`src/sv/b64d_pkg.sv`:
```
// Shared types, character constants and the symbol map for the base64 stream decoder.
package b64d_pkg;

  localparam int unsigned COUNT_WIDTH_DEFAULT = 16;
  localparam int unsigned BYTE_COUNT_WIDTH    = 16;

  localparam logic [7:0] CHAR_NUL        = 8'h00;
  localparam logic [7:0] CHAR_LF         = 8'h0A;
  localparam logic [7:0] CHAR_CR         = 8'h0D;
  localparam logic [7:0] CHAR_PAD        = 8'h3D;  // '='
  localparam logic [7:0] ALT_PAD_DEFAULT = 8'h24;  // '$'
  localparam logic [7:0] BAD_VALUE       = 8'hFF;

  typedef struct packed {
    logic [7:0]                  data_byte;
    logic                        is_end;
    logic [BYTE_COUNT_WIDTH-1:0] byte_count;
    logic                        bad_char;
  } b64d_result_t;

  // Six-bit symbol value, or BAD_VALUE for anything outside the alphabet.
  function automatic logic [7:0] map_char(input logic [7:0] c);
    logic [7:0] v;
    case (c) inside
      [8'h41:8'h5A]: v = c - 8'd65;   // A-Z
      [8'h61:8'h7A]: v = c - 8'd71;   // a-z
      [8'h30:8'h39]: v = c + 8'd4;    // 0-9
      8'h2B:         v = 8'd62;       // +
      8'h2F:         v = 8'd63;       // /
      default:       v = BAD_VALUE;
    endcase
    return v;
  endfunction

endpackage

```
`src/sv/b64d_core.sv`:
```
// Group phase tracking, symbol decode and message byte count for the base64 stream decoder.
module b64d_core #(
  parameter int unsigned COUNT_WIDTH = b64d_pkg::COUNT_WIDTH_DEFAULT
) (
  input  logic                 clk,
  input  logic                 rst,
  input  logic                 take,
  input  logic [7:0]           in_char,
  input  logic [7:0]           alt_pad,
  output logic                 has_result,
  output b64d_pkg::b64d_result_t result
);

  typedef enum logic [2:0] {
    PH_START       = 3'd0,
    PH_AFTER_GROUP = 3'd1,
    PH_AFTER_CR    = 3'd2,
    PH_SECOND      = 3'd3,
    PH_THIRD       = 3'd4,
    PH_FOURTH      = 3'd5
  } phase_t;

  phase_t                 phase, phase_next;
  logic [7:0]             first_value, first_value_next;
  logic [7:0]             second_value, second_value_next;
  logic [7:0]             third_value, third_value_next;
  logic                   third_was_pad, third_was_pad_next;
  logic                   bad_seen, bad_seen_next;
  logic [COUNT_WIDTH-1:0] total, total_next;

  logic [7:0]  sym;
  logic        pad;
  logic        emit;
  logic        emit_bad;
  logic [7:0]  emit_byte;
  logic [31:0] total_wide;

  assign sym        = b64d_pkg::map_char(in_char);
  assign pad        = (in_char == b64d_pkg::CHAR_PAD) || (in_char == alt_pad);
  assign total_wide = 32'(total);

  always_comb begin
    phase_next         = phase;
    first_value_next   = first_value;
    second_value_next  = second_value;
    third_value_next   = third_value;
    third_was_pad_next = third_was_pad;
    bad_seen_next      = bad_seen;
    total_next         = total;
    emit               = 1'b0;
    emit_bad           = 1'b0;
    emit_byte          = '0;
    result             = '0;
    has_result         = 1'b0;

    case (phase)
      PH_SECOND: begin
        second_value_next = sym;
        phase_next        = PH_THIRD;
        emit              = 1'b1;
        emit_byte         = {first_value[5:0], sym[5:4]};
        emit_bad          = (first_value == b64d_pkg::BAD_VALUE) ||
                            (sym == b64d_pkg::BAD_VALUE);
      end
      PH_THIRD: begin
        phase_next = PH_FOURTH;
        if (pad) begin
          third_was_pad_next = 1'b1;
        end else begin
          third_was_pad_next = 1'b0;
          third_value_next   = sym;
          emit               = 1'b1;
          emit_byte          = {second_value[3:0], sym[5:2]};
          emit_bad           = (second_value == b64d_pkg::BAD_VALUE) ||
                               (sym == b64d_pkg::BAD_VALUE);
        end
      end
      PH_FOURTH: begin
        phase_next = PH_AFTER_GROUP;
        if (!third_was_pad && !pad) begin
          emit      = 1'b1;
          emit_byte = {third_value[1:0], 6'd0} | sym;
          emit_bad  = (third_value == b64d_pkg::BAD_VALUE) ||
                      (sym == b64d_pkg::BAD_VALUE);
        end
      end
      default: begin
        // first position of a group, end of message on NUL, with optional CR / CR LF skip after a group
        if (phase == PH_AFTER_GROUP && in_char == b64d_pkg::CHAR_CR) begin
          phase_next = PH_AFTER_CR;
        end else if (phase == PH_AFTER_CR && in_char == b64d_pkg::CHAR_LF) begin
          phase_next = PH_START;
        end else if (in_char == b64d_pkg::CHAR_NUL) begin
          has_result        = 1'b1;
          result.is_end     = 1'b1;
          result.bad_char   = bad_seen;
          result.byte_count = (total_wide > 32'h0000_FFFF) ? '1
                                : total_wide[b64d_pkg::BYTE_COUNT_WIDTH-1:0];
          phase_next         = PH_START;
          first_value_next   = '0;
          second_value_next  = '0;
          third_value_next   = '0;
          third_was_pad_next = 1'b0;
          bad_seen_next      = 1'b0;
          total_next         = '0;
        end else begin
          first_value_next = sym;
          phase_next       = PH_SECOND;
        end
      end
    endcase

    if (emit) begin
      has_result       = 1'b1;
      result.data_byte = emit_byte;
      result.bad_char  = emit_bad;
      if (total != '1) begin
        total_next = total + 1'b1;
      end
      if (emit_bad) begin
        bad_seen_next = 1'b1;
      end
    end
  end

  always_ff @(posedge clk) begin
    if (rst) begin
      phase         <= PH_START;
      first_value   <= '0;
      second_value  <= '0;
      third_value   <= '0;
      third_was_pad <= 1'b0;
      bad_seen      <= 1'b0;
      total         <= '0;
    end else if (take) begin
      phase         <= phase_next;
      first_value   <= first_value_next;
      second_value  <= second_value_next;
      third_value   <= third_value_next;
      third_was_pad <= third_was_pad_next;
      bad_seen      <= bad_seen_next;
      total         <= total_next;
    end
  end

endmodule

```
`src/sv/base64_decoder_stream.sv`:
```
// Top level of the base64 stream decoder: config register, decode core and output skid buffer.
//
//  channel   direction  handshake            payload
//  in        input      in_valid / in_stall   in_char
//  out       output     out_valid / out_stall data_byte, is_end, byte_count, bad_char
//  cfg       input      cfg_valid / cfg_ready alt_pad_char
//
// One character is taken per cycle while in_stall is low; a decoded byte or end item is registered
// in the output register, or in the skid entry while the output register is held.
// rst (synchronous) returns to the start of a message and loads '$' as the alternate pad.
// A two-entry output buffer (register plus skid) lets input flow while an item waits;
// in_stall rises only when both entries are held.
module base64_decoder_stream #(
  parameter int unsigned COUNT_WIDTH = b64d_pkg::COUNT_WIDTH_DEFAULT
) (
  input  logic                                  clk,
  input  logic                                  rst,
  input  logic                                  in_valid,
  output logic                                  in_stall,
  input  logic [7:0]                            in_char,
  output logic                                  out_valid,
  input  logic                                  out_stall,
  output logic [7:0]                            data_byte,
  output logic                                  is_end,
  output logic [b64d_pkg::BYTE_COUNT_WIDTH-1:0] byte_count,
  output logic                                  bad_char,
  input  logic                                  cfg_valid,
  output logic                                  cfg_ready,
  input  logic [7:0]                            alt_pad_char
);

  logic                   cfg_write;
  logic [7:0]             alt_pad;
  logic                   take;
  logic                   has_result;
  b64d_pkg::b64d_result_t core_result;
  b64d_pkg::b64d_result_t out_item;
  b64d_pkg::b64d_result_t skid_item;
  logic                   skid_valid;
  logic                   out_take;

  assign cfg_ready = 1'b1;
  assign cfg_write = cfg_valid && cfg_ready;

  always_ff @(posedge clk) begin
    if (rst) begin
      alt_pad <= b64d_pkg::ALT_PAD_DEFAULT;
    end else if (cfg_write) begin
      alt_pad <= alt_pad_char;
    end
  end

  assign in_stall = skid_valid;
  assign take     = in_valid && !in_stall;
  assign out_take = out_valid && !out_stall;

  b64d_core #(
    .COUNT_WIDTH(COUNT_WIDTH)
  ) u_core (
    .clk       (clk),
    .rst       (rst),
    .take      (take),
    .in_char   (in_char),
    .alt_pad   (alt_pad),
    .has_result(has_result),
    .result    (core_result)
  );

  always_ff @(posedge clk) begin
    if (rst) begin
      out_valid  <= 1'b0;
      skid_valid <= 1'b0;
    end else if (skid_valid) begin
      if (out_take) begin
        out_item   <= skid_item;
        skid_valid <= 1'b0;
      end
    end else if (take && has_result) begin
      if (!out_valid || out_take) begin
        out_item  <= core_result;
        out_valid <= 1'b1;
      end else begin
        skid_item  <= core_result;
        skid_valid <= 1'b1;
      end
    end else if (out_take) begin
      out_valid <= 1'b0;
    end
  end

  assign data_byte  = out_item.data_byte;
  assign is_end     = out_item.is_end;
  assign byte_count = out_item.byte_count;
  assign bad_char   = out_item.bad_char;

  a_skid_behind_out: assert property (@(posedge clk) disable iff (rst)
    skid_valid |-> out_valid)
    else $error("skid entry held while output register empty");

  a_end_no_data: assert property (@(posedge clk) disable iff (rst)
    (out_valid && is_end) |-> (data_byte == 8'd0))
    else $error("end item carries a data byte");

  a_data_no_count: assert property (@(posedge clk) disable iff (rst)
    (out_valid && !is_end) |-> (byte_count == '0))
    else $error("data item carries a byte count");

  a_stall_when_full: assert property (@(posedge clk) disable iff (rst)
    (skid_valid && out_stall) |=> skid_valid)
    else $error("skid entry lost while output stalled");

endmodule

```
`config.mk`:
```
export PLATFORM = sky130hd
export DESIGN_NAME = base64_decoder_stream
export DESIGN_NICKNAME = d
export VERILOG_FILES = /design/src/sv/b64d_pkg.sv /design/src/sv/b64d_core.sv /design/src/sv/base64_decoder_stream.sv
export SDC_FILE = /design/constraint.sdc
export NUM_CORES = 1
export LEC_CHECK = 0
export ABC_CLOCK_PERIOD_IN_PS = 9220
export BUFFER_PORTS_ARGS = -buffer_cell sky130_fd_sc_hd__buf_4
export CORE_MARGIN = 4
export CORE_UTILIZATION = 60
export CTS_BUF_LIST = sky130_fd_sc_hd__clkbuf_4
export CTS_CLUSTER_SIZE = 30
export DETAILED_ROUTE_END_ITERATION = 12
export PLACE_DENSITY = 0.88
export SYNTH_ARGS = -nofsm -noshare
export SYNTH_HDL_FRONTEND = slang
export SYNTH_SLANG_ARGS = --single-unit
```
`constraint.sdc`:
```
create_clock -name clk -period 9.22 [get_ports clk]
set_input_delay 0 -clock clk [delete_from_list [all_inputs] [get_ports clk]]
set_output_delay 0 -clock clk [all_outputs]
set_load 0.005 [all_outputs]
```
Word level (Yosys, flattened, before mapping)
Cells that the tools add are included.

Bitwise operators: 9. Divide/modulo/power cells: 0. Multiplexer cells: 65. Equality and inequality tests: 23. $mul: 0. Shift operators: 0. Reduce and logical (&&, ||, !) cells: 35. Order comparisons: 7. $add $sub $neg: 4.

Operators by type and width (number): $mux W16 (7); $mux W26 (4); $mux W8 (13); $mux W18 (4); $eq A8 B8 Y1 const B (4); $pmux W8 S2 (2); $mux W1 (27); $eq A8 B6 Y1 const B (3); $pmux W8 S3 (1); $add A16 B1 Y16 const B (1); $eq A8 B4 Y1 const B (2); $ge A8 B7 Y1 const B (2); $gt A16 B16 Y1 const B (1); $le A8 B7 Y1 const B (2); $ne A16 B16 Y1 const B (1); $sub A8 B7 Y8 const B (2); $reduce_and A4 Y1 (3); $ne A2 B2 Y1 const B (5); $reduce_and A5 Y1 (2); $reduce_bool A2 Y1 (5); $logic_and A1 B1 Y1 (9); $pmux W3 S3 (1); $add A8 B3 Y8 const B (1); $eq A8 B8 Y1 (1); 19 further kinds (40).

Output and inout bits: 29. Input port bits: 21. Memories: 0. Bits in latches: 0. Flip-flop bits (word level): 107. Word-level logic and storage cells: 161. Bits in read-only memories: 0. Bits in writable memories: 0.

Logic depth before layout (Yosys ltp)
Depth in word-level cells: 14. Gate-level depth with buffers: 11. Gate-level depth less buffers: 9.

By module
Synthesis repeated with hierarchy kept, for this count alone.

Cells, all modules: 545. Area, all modules: 5413.9 µm².

By module, submodules not included: b64d_core (sequential area each 900.9 µm², area each 3129.3 µm², times used 1, cells an instance 423); base64_decoder_stream (sequential area each 1761.7 µm², area each 2284.7 µm², times used 1, cells an instance 122).

Worst setup path before layout
OpenSTA, ideal clock, no wires.

Path type: in2reg. Start point: input in_char[1]. End point: register out_item (netlist bit bad_char), enable pin. Setup time: 453 ps. Arrival time: 3671 ps. Required time: 8767 ps. Buffers on the path: 2. Slack: 5096 ps. Stages: 9. Cell sequence: buf_2 > inv_1 > ha_1 > a41o_1 > a211o_2 > nand2b_1 > buf_4 > o22a_2 > a221oi_1.

Longest elaborated chain between the ends: 10. Elaborated cells between the ends (all ways): 21. Classes of those cells: eq/ne: 4; mux: 8; reduce/logical: 9.

Ends and longest elaborated chain: start: declaration (RTL line base64_decoder_stream.sv:20) `input logic [7:0] in_char,`; $eq A8 B6 Y1 / $eq A8 B8 Y1 (equally long branches) (RTL line b64d_core.sv:39) `assign pad = (in_char == b64d_pkg::CHAR_PAD) || (in_char == alt_pad);`; $logic_or A1 B1 Y1 (RTL line b64d_core.sv:39); $logic_not A1 Y1 (RTL line b64d_core.sv:80) `if (!third_was_pad && !pad) begin`; $logic_and A1 B1 Y1 (RTL line b64d_core.sv:80); $mux W1 (RTL line b64d_core.sv:80); $pmux W1 S3 (RTL line b64d_core.sv:56) `case (phase)`; $mux W1 (*) (RTL line b64d_core.sv:113) `if (emit) begin`; $logic_and A1 B1 Y1 (*) (RTL line base64_decoder_stream.sv:78) `end else if (take && has_result) begin`; $reduce_bool A2 Y1 (no line) (*); $reduce_and A4 Y1 (no line) (*); end signal: assignment (RTL line base64_decoder_stream.sv:75) `out_item <= skid_item;`; end signal: assignment (RTL line base64_decoder_stream.sv:80) `out_item <= core_result;`; end: declaration (RTL line base64_decoder_stream.sv:37) `b64d_pkg::b64d_result_t out_item;`.

Mark *: on every way between the ends. The rest lies on a longest branch, timed or not. A chain may end at the register's enable or synchronous reset.

Worst setup path after layout
Start point: register u_core.phase[2]. End point: register out_item (netlist bit byte_count[3]), enable pin.

Longest elaborated chain between the ends: 9. Elaborated cells between the ends (all ways): 16. Classes of those cells: eq/ne: 5; mux: 5; reduce/logical: 6.

Ends and longest elaborated chain: start: declaration (RTL line b64d_core.sv:23) `phase_t phase, phase_next;`; start signal: assignment (RTL line b64d_core.sv:136) `phase <= phase_next;`; $eq A3 B2 Y1 (RTL line b64d_core.sv:91) `end else if (phase == PH_AFTER_CR && in_char == b64d_pkg::CHAR_LF) begin`; $logic_and A1 B1 Y1 (RTL line b64d_core.sv:91); $mux W1 (RTL line b64d_core.sv:91); $mux W1 (RTL line b64d_core.sv:89) `if (phase == PH_AFTER_GROUP && in_char == b64d_pkg::CHAR_CR) begin`; $mux W1 (RTL line b64d_core.sv:56); $mux W1 (*) (RTL line b64d_core.sv:113); $logic_and A1 B1 Y1 (*) (RTL line base64_decoder_stream.sv:78); $reduce_bool A2 Y1 (no line) (*); $reduce_and A4 Y1 (no line) (*).

Marked as above.

==> impl_metrics.ini <==
[status]
run_status = complete, no violations

[clock_tree]
clk_pin_slew_ns = 0.18
numCtsBuffers = 9
ctsHtreeMaxLevel = 3
post-cts-setup-buffers = 0
clock_latency_ns = 0.46
ctsRootBufferMaster = sky130_fd_sc_hd__clkbuf_4
cts-hold-fix-buffers = 24
clk_buf_depth = 2
postCtsResizedCells = 0
cts_num_sinks = 107
cts_tree = done

[setup_path]
slowest_delay_ns = 0.67
worstPathCellList = nor2b_1, nand3_1, a211oi_1, nor3_1, o22a_2, a221oi_4, buf_4
worst_r2r_endpoint = byte_count[3]
reg2reg_depth = 7
cp_slowest_cell = sky130_fd_sc_hd__a211oi_1
worstPathMaxFanout = 26
rr_startpoint = u_core.phase[2]
worst_setup_path_start_kind = flop
critPathArrivalTime_ns = 3.03
cp_data_required_time_ns = 9.35
crit_path_max_delay_family = compound AO/OA/AOI/OAI gates
critPathKind = flop to flop
type_of_element_capturing_the_critical_path = flop
cp_num_buf_inv = 1
setup.reg_to_reg.worst_slack_ns = 6.32

[sta]
final_setup_violating_endpoints = 0
timing.fmax_ghz = 0.345
tightest_slew_ns = 0.820
max-slew-margin-rel_pct = 45.0
skew_ns = 0.0259
final.setup.worst_slack_ns = 6.32
unrepaired_setup_endpoints_after_global_routing = false
hold_viol = 0
timing.setup.tns_ns = 0
min_period_over_period_pct = 31.4
final_period_minus_worst_setup_slack_ns = 2.90
slew_viol_final = 0

[routing]
route.vias.total = 4318
first_pass_iters = 7
drt_wl_total_mm = 12.0
antenna_left = 0
dr.first_iter.drc_count = 465
route.detailed.drc = 0
routed_via_density = 6.21
average_wire_per_cell_in_the_routed_design_um = 17.2

[floorplan]
die_h_um = 103
dieWidth_um = 103
design.portCount = 50
floorplan.die_area_sq_um = 10700
initial_core_util_pct = 62.2
core_area_sq_um = 8760
floorplan.rows = 34

[flow_run]
cap_viol_max_count = 0

[power_and_ir_drop]
switching_share_pct = 26.1
p_int_mw = 0.633
power.static_leakage_nw = 2.38
power.share.clock_pct = 29.2
total_switching_power_mw = 0.223
totalPowerFinal_mw = 0.857
power.density_cell_area_nw_per_um2 = 137
comb_power_share_pct = 11.0
sequential_share_of_power_pct = 59.8
irDropWorstVdd_mv = 0.0639

[logic_synthesis]
average_cell_area_after_synthesis_sq_um = 10.4
synth-edff-count = 52
sequential_share_of_the_synthesized_area_pct = 48.9
synth_fp_nets = 555
ys_dominant_reg_cell = sky130_fd_sc_hd__dfxtp_1
post_synth_inst_count = 524
synth.cell_area_sq_um = 5450
synth_async_sr_flop_share_pct = 0
postSynthRegisterBits = 107
synth_warnings = 0
post_synth_cell_types = 72

[global_routing]
antenna_found_initial = 0
grt.total_usage_pct = 23.7
overflow = 0
grt_pass1_vias = 4041
grt_max_degree = 46
grt_pass1_wl_mm = 19.7

[final_layout]
drive_above_1_share_pct = 18.9
multiInputGateArea_sq_um = 2560
layout.area.seq_sq_um = 2660
nets = 612
synthToLayoutAreaGrowth_pct = 14.4
design_area_sq_um = 6230
layout_filler_cell_count = 651

[min_path]
timing.hold.worst_endpoint = u_core.phase[0]
hold_class = input port to flop
worstHoldPathCells = 4
min_from = in_valid

[place]
pre_cts_slack_ns = 6.37
postPlaceCellArea_sq_um = 5840
gp_congestion = 0.937
hpwlAfterDp_mm = 8.07
io_buffer_count = 48
## power groups by stage
| stage | clock (mW) | sequential, mW | combinational, mW |
|---|---|---|---|
| floorplan | 0 | 0.521 | 0.0611 |
| global placement | 0 | 0.522 | 0.0811 |
| detailed placement | 0 | 0.522 | 0.0833 |
| CTS | 0.254 | 0.512 | 0.0929 |
| global route | 0.277 | 0.513 | 0.104 |
| finish | 0.250 | 0.512 | 0.0946 |
## worst register-to-register path, cell delays in order (launching register included)
cell and delay, ns:
sky130_fd_sc_hd__dfxtp_1 0.42, sky130_fd_sc_hd__nor2b_1 0.31, sky130_fd_sc_hd__nand3_1 0.14, sky130_fd_sc_hd__a211oi_1 0.67
sky130_fd_sc_hd__nor3_1 0.13, sky130_fd_sc_hd__o22a_2 0.31, sky130_fd_sc_hd__a221oi_4 0.22, sky130_fd_sc_hd__buf_4 0.35
## kinds of logic (layout without fill, tap and decap cells)
kind of cell    count (synthesis)  in the layout  share of synthesized area (%)
other cells                     1              2                         0.0688
simple gates                  175            175                           17.6
flops                         107            107                           48.9
buf+inv                        54            116                           4.55
fa+ha+maj                      10             10                           2.30
mux                            35             35                           6.94
compound gates                127            127                           17.3
xor+xnor                       15             15                           2.41
## worst max path at each step
stage	start	slack (ns)	cells after the start	endpoint
floorplan	in_char[1]	5.10	9	bad_char
global placement	in_stall	6.51	6	byte_count[6]
detailed placement	u_core.phase[2]	6.37	7	byte_count[7]
CTS	u_core.phase[2]	6.33	7	byte_count[13]
global route	u_core.phase[2]	6.04	7	byte_count[10]
finish	u_core.phase[2]	6.32	7	byte_count[3]
## final cells by class
| class | count | area share (%) |
|---|---|---|
| sequential | 107 | 42.7 |
| multi-input combinational | 363 | 41.1 |
| timing repair buffer | 77 | 10.2 |
| tap | 108 | 2.17 |
| inverter | 23 | 1.38 |
| clock buffer | 10 | 1.20 |
| clock inverter | 6 | 1.18 |
| antenna | 1 | 0.0401 |
## metal layers
layer | GRT usage [%] | part of all wire, % | vias to the layer above
li1 | - | - | 2074
met4 | 9.06 | 2.5 | 0
met1 | 31.3 | 43 | 2041
met5 | 0 | 0 | -
met3 | 4.16 | 6.9 | 29
met2 | 38.9 | 47 | 174
## through the flow
stage               utilization (%)  instances  hold WS [ns]
floorplan                         -        524         0.129
global placement               66.7        654         0.221
detailed placement             66.7        654         0.234
CTS                            71.1        694        0.0685
global route                   71.1        694        0.0722
finish                         71.1        695         0.105
## Yosys cell counts, drive strengths merged, types with 16 or more instances
cell | count | area [sq um]
a21oi | 21 | 105
and2 | 20 | 125
mux2 | 22 | 248
o21ai | 22 | 121
nand2 | 25 | 93.8
nor2 | 49 | 184
a22oi | 24 | 180
buf | 17 | 108
dfxtp | 55 | 1100
nand4 | 16 | 100
inv | 22 | 82.6
edfxtp | 52 | 1560
nand3 | 17 | 90.1
## cell usage in the layout (no fill, tap or decap), types with 16 or more instances in the layout
cell,n
sky130_fd_sc_hd__a21oi_1,21
sky130_fd_sc_hd__o21ai_0,18
sky130_fd_sc_hd__a22oi_1,24
sky130_fd_sc_hd__edfxtp_1,52
sky130_fd_sc_hd__dlygate4sd3_1,24
sky130_fd_sc_hd__nor2_1,49
sky130_fd_sc_hd__nand4_1,16
sky130_fd_sc_hd__mux2_2,22
sky130_fd_sc_hd__inv_1,22
sky130_fd_sc_hd__dfxtp_1,55
sky130_fd_sc_hd__and2_1,20
sky130_fd_sc_hd__nand2_1,25
sky130_fd_sc_hd__buf_4,53
sky130_fd_sc_hd__nand3_1,16
## flip-flops by register name (all words and copies together) (netlist names)
| register | flops |
|---|---|
| u_core.first_value | 8 |
| u_core.third_value | 8 |
| u_core.second_value | 8 |
| data_byte | 8 |
| in_stall | 1 |
| skid_item | 26 |
| u_core.third_was_pad | 1 |
| alt_pad | 8 |
| byte_count | 16 |
| out_valid | 1 |
| u_core.phase | 3 |
| bad_char | 1 |
| u_core.total | 16 |
| is_end | 1 |
| u_core.bad_seen | 1 |
Power figures use the tool's default switching activity.
